### config.mk
export PLATFORM = sky130hd
export DESIGN_NAME = throttle_filter_current_ramp_top
export DESIGN_NICKNAME = d
export VERILOG_FILES = /design/src/hw/rtl/tfcr_pkg.sv /design/src/hw/rtl/tfcr_mdu.sv /design/src/hw/rtl/throttle_filter_current_ramp_top.sv
export SDC_FILE = /design/constraint.sdc
export NUM_CORES = 1
export LEC_CHECK = 0
export BUFFER_PORTS_ARGS = -buffer_cell sky130_fd_sc_hd__buf_2
export CAP_MARGIN = 10
export CORE_UTILIZATION = 50
export DETAILED_ROUTE_END_ITERATION = 6
export PLACE_DENSITY = 0.67
export SETUP_SLACK_MARGIN = 0.3
export SKIP_LAST_GASP = 1
export SYNTH_ARGS = -nofsm -noshare
export SYNTH_HDL_FRONTEND = slang
export SYNTH_HIERARCHICAL = 1
export SYNTH_SLANG_ARGS = --single-unit
### constraint.sdc
create_clock -name i_clk -period 4.2 [get_ports i_clk]
set_input_delay 0.84 -clock i_clk [delete_from_list [all_inputs] [get_ports i_clk]]
set_output_delay 0.84 -clock i_clk [all_outputs]
set_load 0.01 [all_outputs]
### src/hw/rtl/tfcr_pkg.sv
// shared types and constants for the throttle filter and current ramp block
package tfcr_pkg;

    localparam int unsigned DataW   = 16;
    localparam int unsigned AccW    = 32;
    localparam int unsigned StepW   = 15;
    localparam int unsigned CfgIdxW = 3;
    localparam int unsigned CntW    = 4;

    localparam logic [DataW-1:0] FailedSample = 16'hFFFF;

    // configuration register indexes
    localparam logic [CfgIdxW-1:0] RegSensorVirtual    = 3'd0;
    localparam logic [CfgIdxW-1:0] RegExpectedThrottle = 3'd1;
    localparam logic [CfgIdxW-1:0] RegFilterBandwidth  = 3'd2;
    localparam logic [CfgIdxW-1:0] RegTargetSlope      = 3'd3;
    localparam logic [CfgIdxW-1:0] RegThrottleOffset   = 3'd4;
    localparam logic [CfgIdxW-1:0] RegRampStep         = 3'd5;

    // reset values of the configuration registers
    localparam logic [DataW-1:0] RstFilterBandwidth = 16'd16;
    localparam logic [DataW-1:0] RstTargetSlope     = 16'd1;
    localparam logic [StepW-1:0] RstRampStep        = 15'd1;

    typedef enum logic {
        OP_MUL,
        OP_DIV
    } t_mdu_op;

    typedef enum logic [1:0] {
        S_IDLE,
        S_MUL,
        S_DIV,
        S_DONE
    } t_state;

    typedef struct packed {
        logic             start;
        t_mdu_op          op;
        logic [AccW-1:0]  opa;
        logic [DataW-1:0] opb;
        logic [DataW-1:0] addend;
    } t_mdu_req;

    typedef struct packed {
        logic            done;
        logic [AccW-1:0] result;
    } t_mdu_rsp;

endpackage

### src/hw/rtl/tfcr_mdu.sv
// iterative shift-add multiplier and restoring divider sharing one adder
module tfcr_mdu (
    input  logic                i_clk,
    input  logic                i_rst_n,
    input  tfcr_pkg::t_mdu_req  i_req,
    output tfcr_pkg::t_mdu_rsp  o_rsp
);

    logic                          r_busy, n_busy;
    logic                          r_done, n_done;
    logic [tfcr_pkg::CntW-1:0]     r_cnt, n_cnt;
    tfcr_pkg::t_mdu_op             r_op, n_op;
    logic [tfcr_pkg::AccW-1:0]     r_acc, n_acc;
    logic [tfcr_pkg::AccW-1:0]     r_sh, n_sh;
    logic [tfcr_pkg::DataW-1:0]    r_opb, n_opb;

    logic [tfcr_pkg::AccW-1:0]     w_x, w_y;
    logic                          w_cin;
    logic [tfcr_pkg::AccW:0]       w_sum;
    logic [tfcr_pkg::DataW:0]      w_trial;
    logic                          w_ge;

    // trial remainder: old remainder shifted with the next dividend bit
    assign w_trial = {r_acc[tfcr_pkg::DataW-1:0], r_sh[tfcr_pkg::DataW-1]};

    // the one shared adder
    always_comb begin
        if (r_op == tfcr_pkg::OP_MUL) begin
            w_x   = r_acc;
            w_y   = r_opb[0] ? r_sh : '0;
            w_cin = 1'b0;
        end else begin
            w_x   = {{(tfcr_pkg::AccW-tfcr_pkg::DataW-1){1'b0}}, w_trial};
            w_y   = ~{{(tfcr_pkg::AccW-tfcr_pkg::DataW){1'b0}}, r_opb};
            w_cin = 1'b1;
        end
        w_sum = {1'b0, w_x} + {1'b0, w_y} + {{tfcr_pkg::AccW{1'b0}}, w_cin};
    end

    assign w_ge = w_sum[tfcr_pkg::AccW];

    always_comb begin
        n_busy = r_busy;
        n_done = 1'b0;
        n_cnt  = r_cnt;
        n_op   = r_op;
        n_acc  = r_acc;
        n_sh   = r_sh;
        n_opb  = r_opb;
        if (i_req.start) begin
            n_busy = 1'b1;
            n_cnt  = '0;
            n_op   = i_req.op;
            n_opb  = i_req.opb;
            if (i_req.op == tfcr_pkg::OP_MUL) begin
                n_acc = {{(tfcr_pkg::AccW-tfcr_pkg::DataW){1'b0}}, i_req.addend};
                n_sh  = i_req.opa;
            end else begin
                n_acc = {{(tfcr_pkg::AccW-tfcr_pkg::DataW){1'b0}},
                         i_req.opa[tfcr_pkg::AccW-1:tfcr_pkg::DataW]};
                n_sh  = {{(tfcr_pkg::AccW-tfcr_pkg::DataW){1'b0}},
                         i_req.opa[tfcr_pkg::DataW-1:0]};
            end
        end else if (r_busy) begin
            if (r_op == tfcr_pkg::OP_MUL) begin
                n_acc = w_sum[tfcr_pkg::AccW-1:0];
                n_sh  = {r_sh[tfcr_pkg::AccW-2:0], 1'b0};
                n_opb = {1'b0, r_opb[tfcr_pkg::DataW-1:1]};
            end else begin
                // remainder stays below the divisor, so 16 bits hold it
                n_acc = {{(tfcr_pkg::AccW-tfcr_pkg::DataW){1'b0}},
                         w_ge ? w_sum[tfcr_pkg::DataW-1:0] : w_trial[tfcr_pkg::DataW-1:0]};
                n_sh  = {r_sh[tfcr_pkg::AccW-2:0], w_ge};
            end
            n_cnt = r_cnt + 1'b1;
            if (r_cnt == {tfcr_pkg::CntW{1'b1}}) begin
                n_busy = 1'b0;
                n_done = 1'b1;
            end
        end
    end

    always_ff @(posedge i_clk) begin
        if (!i_rst_n) begin
            r_busy <= 1'b0;
            r_done <= 1'b0;
            r_cnt  <= '0;
            r_op   <= tfcr_pkg::OP_MUL;
        end else begin
            r_busy <= n_busy;
            r_done <= n_done;
            r_cnt  <= n_cnt;
            r_op   <= n_op;
        end
    end

    always_ff @(posedge i_clk) begin
        r_acc <= n_acc;
        r_sh  <= n_sh;
        r_opb <= n_opb;
    end

    assign o_rsp.done   = r_done;
    assign o_rsp.result = (r_op == tfcr_pkg::OP_MUL) ? r_acc :
                          {{(tfcr_pkg::AccW-tfcr_pkg::DataW){1'b0}},
                           r_sh[tfcr_pkg::DataW-1:0]};

endmodule

### src/hw/rtl/throttle_filter_current_ramp_top.sv
// throttle averaging filter and ramped current reference, top level
// Usage: the input channel (i_in_valid / o_in_ready) carries one transaction
// per item: i_kind 0 is a throttle ADC sample in i_adc_sample, i_kind 1 asks
// for a new current reference. Every item gives exactly one result on the
// output channel (o_out_valid / i_out_ready): the average after the item and
// the current reference after the item.
// A sample goes through a multiply and then a divide on the one shared
// iterative unit before its result is loaded into the output register; a
// request needs only the multiply; an ignored sample (failed conversion or
// virtual mode) skips the unit. One item is in work at a time: the next is
// accepted only after the last has gone to the output register.
// The configuration port writes a register when i_cfg_we is high; write
// only while no transaction is in flight.
// Reset (synchronous, active low) clears average and reference to zero and
// loads register defaults: bandwidth 16, slope 1, ramp step 1.
// A stalled receiver holds the result in the output register; the next item
// is still accepted and computed, and waits in its final state until the
// output register is free.
module throttle_filter_current_ramp_top (
    input  logic                                 i_clk,
    input  logic                                 i_rst_n,
    input  logic                                 i_in_valid,
    output logic                                 o_in_ready,
    input  logic                                 i_kind,
    input  logic [tfcr_pkg::DataW-1:0]           i_adc_sample,
    output logic                                 o_out_valid,
    input  logic                                 i_out_ready,
    output logic [tfcr_pkg::DataW-1:0]           o_average_throttle,
    output logic signed [tfcr_pkg::DataW-1:0]    o_current_reference,
    input  logic                                 i_cfg_we,
    input  logic [tfcr_pkg::CfgIdxW-1:0]         i_cfg_index,
    input  logic [tfcr_pkg::DataW-1:0]           i_cfg_data
);

    // configuration registers
    logic                          r_virtual;
    logic [tfcr_pkg::DataW-1:0]    r_expected;
    logic [tfcr_pkg::DataW-1:0]    r_bandwidth;
    logic [tfcr_pkg::DataW-1:0]    r_slope;
    logic [tfcr_pkg::DataW-1:0]    r_offset;
    logic [tfcr_pkg::StepW-1:0]    r_step;

    tfcr_pkg::t_state              r_state, n_state;
    logic [tfcr_pkg::DataW-1:0]    r_level, n_level;
    logic [tfcr_pkg::DataW-1:0]    r_ref, n_ref;
    logic                          r_is_req, n_is_req;
    logic                          r_out_valid, n_out_valid;
    logic [tfcr_pkg::DataW-1:0]    r_out_avg, n_out_avg;
    logic [tfcr_pkg::DataW-1:0]    r_out_ref, n_out_ref;

    tfcr_pkg::t_mdu_req            w_req;
    tfcr_pkg::t_mdu_rsp            w_rsp;

    logic                          w_in_accept;
    logic [tfcr_pkg::DataW-1:0]    w_avg0;
    logic [tfcr_pkg::DataW-1:0]    w_bw_eff;
    logic [tfcr_pkg::DataW-1:0]    w_tbits;
    logic [tfcr_pkg::DataW-1:0]    w_step_ext;
    logic                          w_out_free;

    assign w_in_accept = i_in_valid && o_in_ready;
    assign w_avg0      = r_virtual ? r_expected : r_level;
    assign w_bw_eff    = (r_bandwidth == '0) ? {{(tfcr_pkg::DataW-1){1'b0}}, 1'b1}
                                             : r_bandwidth;
    assign w_tbits     = w_rsp.result[tfcr_pkg::DataW-1:0];
    assign w_step_ext  = {1'b0, r_step};
    assign w_out_free  = !r_out_valid || i_out_ready;

    always_ff @(posedge i_clk) begin
        if (!i_rst_n) begin
            r_virtual   <= 1'b0;
            r_expected  <= '0;
            r_bandwidth <= tfcr_pkg::RstFilterBandwidth;
            r_slope     <= tfcr_pkg::RstTargetSlope;
            r_offset    <= '0;
            r_step      <= tfcr_pkg::RstRampStep;
        end else if (i_cfg_we) begin
            case (i_cfg_index)
                tfcr_pkg::RegSensorVirtual:    r_virtual   <= i_cfg_data[0];
                tfcr_pkg::RegExpectedThrottle: r_expected  <= i_cfg_data;
                tfcr_pkg::RegFilterBandwidth:  r_bandwidth <= i_cfg_data;
                tfcr_pkg::RegTargetSlope:      r_slope     <= i_cfg_data;
                tfcr_pkg::RegThrottleOffset:   r_offset    <= i_cfg_data;
                tfcr_pkg::RegRampStep:         r_step      <= i_cfg_data[tfcr_pkg::StepW-1:0];
                default: ;
            endcase
        end
    end

    tfcr_mdu u_mdu (
        .i_clk   (i_clk),
        .i_rst_n (i_rst_n),
        .i_req   (w_req),
        .o_rsp   (w_rsp)
    );

    // sequencer
    always_comb begin
        n_state     = r_state;
        n_level     = r_level;
        n_ref       = r_ref;
        n_is_req    = r_is_req;
        n_out_valid = r_out_valid;
        n_out_avg   = r_out_avg;
        n_out_ref   = r_out_ref;
        w_req       = '0;
        w_req.op    = tfcr_pkg::OP_MUL;
        o_in_ready  = (r_state == tfcr_pkg::S_IDLE);

        if (r_out_valid && i_out_ready) begin
            n_out_valid = 1'b0;
        end

        case (r_state)
            tfcr_pkg::S_IDLE: begin
                if (w_in_accept) begin
                    // virtual mode loads the average before anything else
                    n_level = w_avg0;
                    if (i_kind) begin
                        w_req.start  = 1'b1;
                        w_req.op     = tfcr_pkg::OP_MUL;
                        w_req.opa    = {{(tfcr_pkg::AccW-tfcr_pkg::DataW){1'b0}},
                                        w_avg0 - r_offset};
                        w_req.opb    = r_slope;
                        w_req.addend = '0;
                        n_is_req     = 1'b1;
                        n_state      = tfcr_pkg::S_MUL;
                    end else if (!r_virtual && i_adc_sample != tfcr_pkg::FailedSample) begin
                        // (bw-1)*avg + sample
                        w_req.start  = 1'b1;
                        w_req.op     = tfcr_pkg::OP_MUL;
                        w_req.opa    = {{(tfcr_pkg::AccW-tfcr_pkg::DataW){1'b0}}, w_avg0};
                        w_req.opb    = w_bw_eff - 1'b1;
                        w_req.addend = i_adc_sample;
                        n_is_req     = 1'b0;
                        n_state      = tfcr_pkg::S_MUL;
                    end else begin
                        n_state = tfcr_pkg::S_DONE;
                    end
                end
            end
            tfcr_pkg::S_MUL: begin
                if (w_rsp.done) begin
                    if (r_is_req) begin
                        // ramp toward a target that lies further out on its side
                        if (!w_tbits[tfcr_pkg::DataW-1]) begin
                            if ($signed(w_tbits) > $signed(r_ref)) begin
                                n_ref = r_ref + w_step_ext;
                            end else begin
                                n_ref = w_tbits;
                            end
                        end else begin
                            if ($signed(w_tbits) < $signed(r_ref)) begin
                                n_ref = r_ref - w_step_ext;
                            end else begin
                                n_ref = w_tbits;
                            end
                        end
                        n_state = tfcr_pkg::S_DONE;
                    end else begin
                        w_req.start = 1'b1;
                        w_req.op    = tfcr_pkg::OP_DIV;
                        w_req.opa   = w_rsp.result;
                        w_req.opb   = w_bw_eff;
                        n_state     = tfcr_pkg::S_DIV;
                    end
                end
            end
            tfcr_pkg::S_DIV: begin
                if (w_rsp.done) begin
                    n_level = w_tbits;
                    n_state = tfcr_pkg::S_DONE;
                end
            end
            tfcr_pkg::S_DONE: begin
                if (w_out_free) begin
                    n_out_valid = 1'b1;
                    n_out_avg   = r_level;
                    n_out_ref   = r_ref;
                    n_state     = tfcr_pkg::S_IDLE;
                end
            end
            default: begin
                n_state = tfcr_pkg::S_IDLE;
            end
        endcase
    end

    always_ff @(posedge i_clk) begin
        if (!i_rst_n) begin
            r_state     <= tfcr_pkg::S_IDLE;
            r_level     <= '0;
            r_ref       <= '0;
            r_is_req    <= 1'b0;
            r_out_valid <= 1'b0;
        end else begin
            r_state     <= n_state;
            r_level     <= n_level;
            r_ref       <= n_ref;
            r_is_req    <= n_is_req;
            r_out_valid <= n_out_valid;
        end
    end

    always_ff @(posedge i_clk) begin
        r_out_avg <= n_out_avg;
        r_out_ref <= n_out_ref;
    end

    assign o_out_valid         = r_out_valid;
    assign o_average_throttle  = r_out_avg;
    assign o_current_reference = r_out_ref;

    // the shared unit only finishes while the sequencer waits for it
    a_done_while_busy: assert property (@(posedge i_clk) disable iff (!i_rst_n)
        w_rsp.done |-> (r_state == tfcr_pkg::S_MUL || r_state == tfcr_pkg::S_DIV))
        else $error("arithmetic unit finished outside a wait state");

    a_accept_leaves_idle: assert property (@(posedge i_clk) disable iff (!i_rst_n)
        w_in_accept |=> r_state != tfcr_pkg::S_IDLE)
        else $error("accepted transaction did not start work");

    a_result_loaded: assert property (@(posedge i_clk) disable iff (!i_rst_n)
        (r_state == tfcr_pkg::S_DONE && w_out_free) |=> o_out_valid)
        else $error("finished result not presented");

    a_virtual_level: assert property (@(posedge i_clk) disable iff (!i_rst_n)
        (w_in_accept && r_virtual) |=> r_level == $past(r_expected))
        else $error("virtual mode did not load expected throttle");

endmodule

Word level (Yosys, flattened, before mapping)
Cells that the tools add are included.

Bits in writable memories: 0. Memories: 0. Output and inout bits: 34. Input bits: 41. Register bits: 235. Bits in latches: 0. ROM bits: 0.

Magnitude comparators: 2. Multiply operators: 0. $add $sub $neg: 7. Muxes and demuxes: 49. Shift-type cells: 0. Bitwise logic cells: 3. Eq/ne operators: 15. Divide/modulo/power cells: 0. Reduce and logical (&&, ||, !) cells: 26.

Operators with widths (number): two-way mux 32 bit (10); two-way mux 16 bit (13); two-way mux 66 bit (3); two-way mux 50 bit (2); case mux 50 bit (2 select lines) (1); adder 32 x 32 -> 33 bit (1); adder 33 x 1 -> 33 bit (1); NOT 16 -> 32 bit (1); case mux 16 bit (2 select lines) (1); adder 16 x 15 -> 16 bit (1); > comparator 16 bit (1); logical NOT 16 bit (1); < comparator 16 bit (1); inequality test 16 bit (second input constant) (1); AND reduction 2 bit (8); subtractor 16 x 1 -> 16 bit (second input constant) (1); subtractor 16 x 15 -> 16 bit (1); subtractor 16 bit (1); two-way mux 1 bit (12); two-way mux 2 bit (6); AND reduction 3 bit (3); inequality test 2 x 1 -> 1 bit (second input constant) (4); case mux 2 bit (4 select lines) (1); equality test 3 x 2 -> 1 bit (second input constant) (2); other kinds (17) (25).

Logic depth before layout (Yosys ltp)
Gate-level depths: netlist of run 1.

Depth in word-level cells: 9. Gate-level depth with buffers: 17. Depth with buffers taken out: 14.

Modules after synthesis
Netlist of run 1, hierarchy kept.

By module, submodules not included: throttle_filter_current_ramp_top (instances 1, cells each 1225, area each 9555.4 um^2, seq. area each 3283.1 um^2); tfcr_mdu (instances 1, cells each 719, area each 6488.7 um^2, seq. area each 2542.4 um^2).

Least setup slack after synthesis of run 1
No wires, ideal clock.

Path type: register to register. Start point: register r_virtual. End point: register u_mdu/r_sh[15] in the netlist's numbering, data pin. Path buffers: 2. Stages on the path, launching flop included: 15. Data required time: 3.940 ns. Library setup time: 0.260 ns. Setup slack: 0.482 ns. Arrival time: 3.458 ns. Period minus slack after synthesis: 3.718 ns. Cell sequence: dfxtp_1 -> clkbuf_1 -> clkbuf_1 -> mux2i_1 -> inv_1 -> ha_1 -> nor2b_1 -> o31a_1 -> o2111ai_1 -> a31oi_1 -> a31oi_1 -> xor2_1 -> a21bo_2 -> a32o_1 -> mux2_2.

RTL lines: from (decl) (line throttle_filter_current_ramp_top.sv:36) `logic r_virtual;`; from (signal assigned) (line throttle_filter_current_ramp_top.sv:79) `tfcr_pkg::RegSensorVirtual: r_virtual <= i_cfg_data[0];`; to (signal assigned) (line tfcr_mdu.sv:99) `r_sh <= n_sh;`; to (decl) (line tfcr_mdu.sv:14) `logic [tfcr_pkg::AccW-1:0] r_sh, n_sh;`.

==> flow_summary.toml, run 1 <==
[status]
status = "finished, final reports clean"

[power_and_ir_drop]
leakage_nw = 7.09
fin_total_pwr_w = 0.0122
vdd_drop_max_v = 0.000391
powerDensity_nw_per_um2 = 687

[cells_and_area]
fillers = 2852
synthToLayoutAreaGrowth_pct = 11.1
layout-drive-gt1-share_pct = 12.3
seq_area_um2 = 5830
nNetsFinal = 2126
multi_input_area_um2 = 9440

[critical_path]
max_stage_delay_ns = 0.36
cp.required_ns = 4.50
rrSetupSlack_ns = 0.50
cpMostUsedCell = "a31oi_1"
timing.rr.end = "u_mdu/r_sh[15]$_DFFE_PP_"
crit_path_end_kind = "flop"
slowest_stage = "mux2i_4"
cp.arrival_ns = 4.00
critical_path_class = "flop to flop"
timing.rr.start = "r_virtual$_SDFFE_PN0P_"
critPathBufInv = 2
crit_start = "r_virtual$_SDFFE_PN0P_"
critPathMaxFanout = 17
cp-start-kind = "flop"
crit_family = "compound AO/OA/AOI/OAI gates"
ff2ff_path_depth = 13
worstPathCellList = "buf_6 > mux2i_4 > inv_1 > ha_1 > nor2b_1 > o31a_1 > o2111ai_1 > a31oi_1 > a31oi_1 > xor2_1 > a21bo_2 > a32o_1 > mux2_2"

[floorplan]
core_um2 = 31600
rows = 65
die_w_um = 181
start_util_pct = 50.8
dieArea_um2 = 32800
ioPinCount = 75
die_y_um = 181

[global_routing]
antenna_found_initial = 1
grt_usage_pct = 29.9
grt_pass1_wl_mm = 77.1
grt_max_degree = 65
overflow = 0
grt_pass1_vias = 13600

[timing]
setup_tns_ns = 0
relSlewSlack_pct = 20.4
hold_viol_final = 0
finalSetupViolations = 0
fin_crit_sh_pct = 88.0
fmax_mhz = 270
period_needed_ns = 3.70
drv_slew = 0
worst_slew_pin_slew_ns = 1.19
fin_skew_ns = 0.0288
setup_ws_ns = 0.502
rsz0062_at_grt = "no"

[logic_synthesis]
synth_cell_types = 86
yosysSeqAreaShare_pct = 36.3
yosys.area.top_type_share_pct = 21.0
synth_edf_count = 112
ys.flop_type = "dfxtp_1"
synth_cells = 1944
async_reset_ff_share_pct = 0
yosys.cell_count.top_type = "nand2_1"
synth_top_area_cell = "edfxtp_1"
yosys_warnings = 6
synth_nets = 2088
ys_ff_latch = 235
syn-cell-area_um2 = 16000
synth_area_leaders = "edfxtp_1 21%, dfxtp_1 15%, nand2_1 8.7%"
avgSynthCellArea_um2 = 8.25
synth_common_cells = "370 x nand2_1, 188 x a21oi_1, 127 x nor2_1"

[clocking]
clk_latency_ns = 0.58
cts_tree = "built"
cts_max_level = 1
numCtsBuffers = 28
clock_sinks = 235
path_clk_slew_ns = 0.06
clockBufferDepth = 3
cts_root_buf = "clkbuf_16"
cts_hold_buffers = 0

[route]
ant_nets = 0
viasPerCell = 6.08
drt_pass1_iterations = 5
postRouteWirelength_mm = 50.0
drc = 0
initialDrtViolationCount = 1599
wl_per_cell_um = 20.8
via_count = 14600

[hold_path]
whs_endpoint = "r_expected[6]$_SDFFE_PN0P_"
hold_depth = 2
hp-class = "flop to flop"
min_from = "r_expected[6]$_SDFFE_PN0P_"

[place]
post-place-ws_ns = 0.321
globalplace.congestion = 1.01
io_buffers = 74
hpwl_mm = 37.3

[run]
max-cap-violations = 0
==> cells in the final DEF, fill, tap and decap left out, drive strengths merged, types with 32 or more instances in the layout <==
cell and instances:
nor3 39, mux2i 59, nor2 127, and2 38
ha 98, inv 106, o21ai 114, edfxtp 112
a21oi 191, nand2 370, dfxtp 123, mux2 37
nor2b 32, clkbuf 43, buf 115, xnor2 34
==> sequential cells by signal, indices dropped and copies added (netlist names), 15 cells and up <==
register             count
u_mdu/r_acc             32
r_ref                   16
r_offset                16
o_average_throttle      16
r_level                 16
u_mdu/r_sh              32
r_slope                 16
o_current_reference     16
u_mdu/r_opb             16
r_expected              16
r_step                  15
r_bandwidth             16
==> worst reg2reg max path, stage by stage, from the launching register on <==
cell and delay (ns):
dfxtp_1 0.35, buf_6 0.26, mux2i_4 0.38, inv_1 0.12
ha_1 0.28, nor2b_1 0.14, o31a_1 0.28, o2111ai_1 0.27
a31oi_1 0.20, a31oi_1 0.26, xor2_1 0.12, a21bo_2 0.23
a32o_1 0.27, mux2_2 0.28
==> logic make-up after synthesis <==
group	synth area share [%]
flip-flops	36.3
multiplexers	6.28
adder cells (fa/ha/maj)	8.27
buffers and inverters	5.30
AO/OA/AOI/OAI	19.4
XOR/XNOR	2.73
AND/OR/NAND/NOR	21.7
==> what timing repair did <==
action                     in CTS  in global routing
pin swaps                       0                  1
buffers inserted                0                  1
cloned                          0                  1
setup endpoints to repair       1                 28
gates resized for setup         1                  6
==> power breakdown <==
part	leakage [nW]	internal (W)	switching, W
combinational	4.52	0.00227	0.00384
clock	0.465	0.00148	0.00102
sequential	2.10	0.00319	0.000440
total	7.09	0.00694	0.00530
==> area by class of cell <==
type | instances | area share, %
Tap cell | 402 | 2.82
Clock buffer | 43 | 4.65
Timing Repair Buffer | 115 | 3.97
Clock inverter | 9 | 0.632
Sequential cell | 235 | 32.7
Antenna cell | 1 | 0.0140
Inverter | 106 | 2.25
Multi-Input combinational cell | 1496 | 53.0
==> stage by stage <==
stage / hold slack (ns) / std cells / area, um2 / util [%]
after floorplan: 0.427 / 1944 / 16000 / -
after global placement: 0.440 / 2351 / 16800 / 53.2
after detailed placement: 0.445 / 2351 / 16800 / 53.2
after CTS: 0.453 / 2403 / 17700 / 56.2
after global routing: 0.473 / 2406 / 17800 / 56.5
final: 0.454 / 2407 / 17800 / 56.5
==> metal layers <==
layer	global-route usage (%)	wire length (um)	vias to the layer above
li1	-	-	6952
met2	45.9	21900	620
met5	0	0	-
met1	43.4	22300	6965
met3	4.72	4660	88
met4	7.86	1170	0
==> worst max-delay path by stage <==
stage / endpoint / slack [ns] / depth (start not counted)
2_1_floorplan: u_mdu/r_sh[15]$_DFFE_PP_ / 0.48 / 14
3_3_place_gp: r_ref[8]$_SDFFE_PN0P_ / 0.35 / 11
3_5_place_dp: r_ref[8]$_SDFFE_PN0P_ / 0.32 / 11
4_1_cts: r_ref[8]$_SDFFE_PN0P_ / 0.34 / 11
5_1_grt: u_mdu/r_sh[15]$_DFFE_PP_ / 0.32 / 13
6_report: u_mdu/r_sh[15]$_DFFE_PP_ / 0.50 / 13
Power figures use the tool's default switching activity.
==> run 2, diff against run 1 <==
- CAP_MARGIN: 10 -> 5
- CORE_UTILIZATION: 50 -> 63
- GPL_TIMING_DRIVEN: unset -> 0
- PLACE_DENSITY: 0.67 -> 0.81
==> run 2 against run 1 <==
Net effect: global-route usage is 8.4 points higher; clock skew decreased by 0.011 ns; register-to-register slack worse by 0.18 ns; non-clock buffer count increased by 82; critical path type unchanged; highest routed layer unchanged.
==> flow_summary.toml, run 2 (synthesis gave the netlist of run 1 again) <==
[route]
via_count = 15400
postRouteWirelength_mm = 51.3
drt_pass1_iterations = 6
drc = 0
initialDrtViolationCount = 1663
wl_per_cell_um = 21.2
ant_nets = 0
viasPerCell = 6.38

[floorplan]
core_um2 = 25100
ioPinCount = 75
dieArea_um2 = 26100
die_w_um = 162
die_y_um = 162
start_util_pct = 63.9
rows = 58

[clocking]
clockBufferDepth = 3
path_clk_slew_ns = 0.06
cts_tree = "built"
cts_root_buf = "clkbuf_16"
cts_max_level = 1
clock_sinks = 235
clk_latency_ns = 0.56
numCtsBuffers = 27
cts_hold_buffers = 0

[critical_path]
crit_path_end_kind = "flop"
critPathMaxFanout = 9
cp.arrival_ns = 4.16
cp.required_ns = 4.48
critical_path_class = "flop to flop"
rrSetupSlack_ns = 0.33
cp-start-kind = "flop"

[global_routing]
grt_pass1_wl_mm = 77.1
grt_usage_pct = 38.3
overflow = 0
grt_pass1_vias = 13900
grt_max_degree = 65
antenna_found_initial = 1

[power_and_ir_drop]
switching_power_w = 0.00544
p_clk_share_pct = 19.8
powerDensity_nw_per_um2 = 686
p_int_w = 0.00699
leakage_nw = 7.21
pwr-share-seq_pct = 29.3
power_switching_share_pct = 43.8
vdd_drop_max_v = 0.000534
p_comb_share_pct = 51.0

[timing]
drv_slew = 0
setup_ws_ns = 0.326
fin_skew_ns = 0.0178
rsz0062_at_grt = "yes"
fin_crit_sh_pct = 92.2
period_needed_ns = 3.87
relSlewSlack_pct = 34.6
hold_viol_final = 0
fmax_mhz = 258
worst_slew_pin_slew_ns = 0.979
finalSetupViolations = 0

[place]
io_buffers = 74
hpwl_mm = 38.6
post-place-ws_ns = -0.628
globalplace.congestion = 1.03

[hold_path]
hp-class = "flop to flop"

[run]
max-cap-violations = 0

[cells_and_area]
fillers = 2013
synthToLayoutAreaGrowth_pct = 12.9
final_cell_mix = "364 x nand2_1, 186 x a21oi_1, 125 x nor2_1"
reg.largest.list = "u_mdu/r_acc x32, u_mdu/r_sh x32"
seq_area_um2 = 5830
final_core_util_pct = 72.2
diodes = 0
multi_input_area_um2 = 9500
layout-drive-gt1-share_pct = 12.7
nNetsFinal = 2207
final_common_cell = "nand2_1"

[status]
status = "finished, final reports clean"
[run 2: cell count changes in the layout (fill, tap and decap cells not counted), sizes merged]
cell / delta
inv: +1
or2: +1
clkinvlp: +1
diode: -1
clkinv: +6
o32ai: -1
clkbuf: +76
buf: -4
[run 2: stage by stage]
| stage | total power [W] | area [um2] | hold slack, ns | std cells | setup TNS, ns |
|---|---|---|---|---|---|
| after floorplan | 0.00776 | 16000 | 0.427 | 1944 | 0 |
| after global placement | 0.00932 | 16800 | 0.440 | 2348 | -43.53 |
| after detailed placement | 0.00947 | 16800 | 0.447 | 2348 | -24.91 |
| after CTS | 0.0121 | 18000 | 0.455 | 2405 | 0 |
| after global routing | 0.0130 | 18100 | 0.474 | 2414 | 0 |
| final | 0.0124 | 18100 | 0.454 | 2414 | 0 |
[run 2: cell type report]
cell class	count	area share (%)
multi-input combinational	1496	52.4
timing repair buffer	89	2.84
clock inverter	17	0.932
sequential	235	32.2
tap	330	2.28
clock buffer	33	4.25
inverter	106	2.21
buffer	108	2.89
[run 2: timing repair]
item,4_1_cts,5_1_grt
gates resized for setup,36,42
pin swaps,3,9
endpoints found under the setup margin,138,124
buffers inserted,6,8
gates cloned,1,1
[run 2: critical path, stage by stage, from the launching register on]
cell	delay, ns
edfxtp_1	0.41
buf_8	0.15
nor2b_1	0.12
buf_4	0.16
buf_8	0.14
a21oi_4	0.13
fa_2	0.26
inv_2	0.06
fa_2	0.39
a21o_1	0.22
a22oi_2	0.21
nor4_4	0.07
o21a_1	0.24
o21a_2	0.25
o32ai_4	0.15
buf_12	0.18
buf_8	0.13
mux2i_2	0.22
mux2i_1	0.10
[run 2: worst paths after layout]
check,start,to,cells past startpoint
worst max register to register,u_mdu/r_opb[0]$_DFFE_PP_,u_mdu/r_acc[5]$_DFFE_PP_,18
worst min-delay path,r_offset[10]$_SDFFE_PN0P_,r_offset[10]$_SDFFE_PN0P_,2
worst max-delay path,u_mdu/r_opb[0]$_DFFE_PP_,u_mdu/r_acc[5]$_DFFE_PP_,18
worst min register to register,r_offset[10]$_SDFFE_PN0P_,r_offset[10]$_SDFFE_PN0P_,2
[run 2: power groups by stage]
stage          sequential, W  clock [W]  combinational, W
2_1_floorplan        0.00342          0           0.00434
3_3_place_gp         0.00362          0           0.00570
3_5_place_dp         0.00363          0           0.00584
4_1_cts              0.00359    0.00247           0.00602
5_1_grt              0.00365    0.00256           0.00682
6_report             0.00364    0.00246           0.00634
[run 2: per-layer routing]
layer	routed length, um	share of wire (%)	vias to the layer above	global-route usage, %
li1	-	-	7128	-
met1	20200	39	7149	51.8
met2	21900	43	945	57.9
met3	6580	13	169	9.30
met4	2550	5.0	0	17.3
met5	0	0	-	0
==> run 3, diff against run 2 <==
- PLACE_DENSITY: 0.81 -> 0.83
- REMOVE_ABC_BUFFERS: unset -> 1
==> run 3 against run 2 <==
Net effect: utilization down 1.4 points; first-iteration DRC count up 8.7%; clock skew up 0.0035 ns; flip-flop and latch count unchanged; total power down 2.7%; via count down 3.1%; largest power group unchanged; highest routed layer unchanged.
==> flow_summary.toml, run 3 (synthesis gave the netlist of run 1 again) <==
[status]
status = "finished, final reports clean"

[floorplan]
ioPinCount = 75
die_w_um = 162
start_util_pct = 63.9
dieArea_um2 = 26100
rows = 58
core_um2 = 25100
die_y_um = 162

[critical_path]
slowest_stage = "dfxtp_4"
ff2ff_path_depth = 14
cp-start-kind = "flop"
max_stage_delay_ns = 0.50
worstPathCellList = "clkinv_8 > nand2_1 > o21ai_4 > buf_8 > ha_2 > nand4_2 > nor2_1 > o311a_1 > nor3_4 > xnor2_2 > a21oi_4 > buf_4 > a211oi_1 > a31oi_1"
critical_path_class = "flop to flop"
timing.rr.end = "r_ref[5]$_SDFFE_PN0P_"
critPathMaxFanout = 27
crit_path_end_kind = "flop"
cp.required_ns = 4.60
cp.arrival_ns = 4.21
timing.rr.start = "u_mdu/r_op$_SDFFE_PN0P_"
rrSetupSlack_ns = 0.39

[place]
hpwl_mm = 32.6
place_inst = 2252
io_buffers = 74
globalplace.congestion = 0.972
place_area_um2 = 16600

[timing]
fin_skew_ns = 0.0213
finalSetupViolations = 0
fin_crit_sh_pct = 90.7
fmax_mhz = 262
drv_slew = 0
relSlewSlack_pct = 18.9
period_needed_ns = 3.81
hold_viol_final = 0
rsz0062_at_grt = "yes"
worst_slew_pin_slew_ns = 1.22

[run]
max-cap-violations = 0

[route]
via_count = 14900
postRouteWirelength_mm = 47.1
initialDrtViolationCount = 1808
ant_nets = 0
drc = 0
wl_per_cell_um = 20.3
viasPerCell = 6.43
drt_pass1_iterations = 6

[clocking]
numCtsBuffers = 27
path_clk_slew_ns = 0.06
cts_root_buf = "clkbuf_16"
clk_latency_ns = 0.57
cts_tree = "built"
clockBufferDepth = 3
cts_max_level = 1
cts_hold_buffers = 0
clock_sinks = 235

[cells_and_area]
reg.largest.list = "u_mdu/r_acc x32, u_mdu/r_sh x32"
final_cell_mix = "369 x nand2_1, 188 x a21oi_1, 126 x nor2_1"
post_layout_nonfiller_instances = 2319
layout-drive-gt1-share_pct = 11.9
nNetsFinal = 2111
finalInstanceArea_um2 = 17800
final_common_cell = "nand2_1"
fillers = 2001
synthToLayoutAreaGrowth_pct = 10.8

[global_routing]
grt_pass1_vias = 14000
overflow = 0
grt_usage_pct = 35.7
antenna_found_initial = 1
grt_pass1_wl_mm = 74.1
grt_max_degree = 73

[power_and_ir_drop]
leakage_nw = 7.04
pwr-share-seq_pct = 29.4
vdd_drop_max_v = 0.000400
powerDensity_nw_per_um2 = 680
fin_total_pwr_w = 0.0121
switching_power_w = 0.00518
p_clk_share_pct = 19.5
p_int_w = 0.00691
p_comb_share_pct = 51.1
power_switching_share_pct = 42.8

[hold_path]
hp-class = "flop to flop"
whs_endpoint = "r_offset[13]$_SDFFE_PN0P_"
hold_depth = 2
min_from = "r_offset[13]$_SDFFE_PN0P_"
## run 3: changes by cell type in the layout (fill, tap and decap cells not counted), moves of 5 or more
cell | previous run | this run
nand2_1 | 364 | 369
clkbuf_1 | 77 | 9
clkbuf_2 | 7 | 0
buf_2 | 81 | 74
nand2_2 | 5 | 0
## run 3: power groups by stage
stage	Clock (W)	Sequential (W)	Combinational (W)
floorplan	0	0.00344	0.00421
global placement	0	0.00359	0.00537
detailed placement	0	0.00359	0.00563
CTS	0.00236	0.00353	0.00588
global route	0.00245	0.00359	0.00672
finish	0.00235	0.00356	0.00618
## run 3: final cells by class
type / instances / area, um2 / area share [%]
diodes: 1 / 2.50 / 0.0141
clock buffers: 39 / 751 / 4.22
clock inverters: 11 / 118 / 0.662
inverters: 106 / 414 / 2.33
multi-input cells: 1496 / 9540 / 53.7
flip-flops and latches: 235 / 5830 / 32.8
well taps: 330 / 413 / 2.32
repair buffers: 100 / 698 / 3.93
repair inverters: 1 / 8.76 / 0.0493
## run 3: how the worst max path moves through the flow
| stage | start | endpoint | slack, ns | cells past startpoint |
|---|---|---|---|---|
| after floorplan | u_mdu/r_op$_SDFFE_PN0P_ | r_ref[8]$_SDFFE_PN0P_ | -2.57 | 10 |
| after global placement | u_mdu/r_op$_SDFFE_PN0P_ | r_ref[11]$_SDFFE_PN0P_ | -6.29 | 10 |
| after detailed placement | u_mdu/r_opb[0]$_DFFE_PP_ | u_mdu/r_acc[15]$_DFFE_PP_ | -0.72 | 13 |
| after CTS | u_mdu/r_op$_SDFFE_PN0P_ | u_mdu/r_acc[15]$_DFFE_PP_ | 0.37 | 13 |
| after global routing | u_mdu/r_op$_SDFFE_PN0P_ | r_ref[5]$_SDFFE_PN0P_ | 0.23 | 14 |
| final | u_mdu/r_op$_SDFFE_PN0P_ | r_ref[5]$_SDFFE_PN0P_ | 0.39 | 14 |
## run 3: metrics by stage
| step | worst slack (ns) | setup TNS, ns | util (%) | hold WS, ns |
|---|---|---|---|---|
| 2_1_floorplan | -2.57 | -84.01 | - | 0.427 |
| 3_3_place_gp | -6.29 | -432.59 | 65.2 | 0.438 |
| 3_5_place_dp | -0.725 | -19.29 | 66.1 | 0.448 |
| 4_1_cts | 0.369 | 0 | 70.1 | 0.455 |
| 5_1_grt | 0.234 | 0 | 70.8 | 0.469 |
| 6_report | 0.389 | 0 | 70.8 | 0.456 |
## run 3: timing repair
action                     in CTS  in global routing
buffers inserted                8                  3
gates cloned                    2                  1
setup endpoints to repair      55                 34
pin swaps                       2                  3
gates resized for setup        12                 13
## run 3: routing by layer
metal / track usage [%] / routed length [um] / vias to the layer above
li1: - / - / 6942
met1: 47.4 / 19100 / 7015
met2: 57.2 / 21200 / 821
met3: 6.99 / 5130 / 138
met4: 13.9 / 1700 / 0
met5: 0 / 0 / -
## run 3: worst max-delay path: cells and delay by family (launching register included)
family	cells	cell delay (ns)
AOI/OAI and AO/OA	5	0.95
and+or+nand+nor	4	0.71
buffers and inverters	3	0.54
DFF	1	0.50
adders and majority gates	1	0.50
xor gates and xnor gates	1	0.42
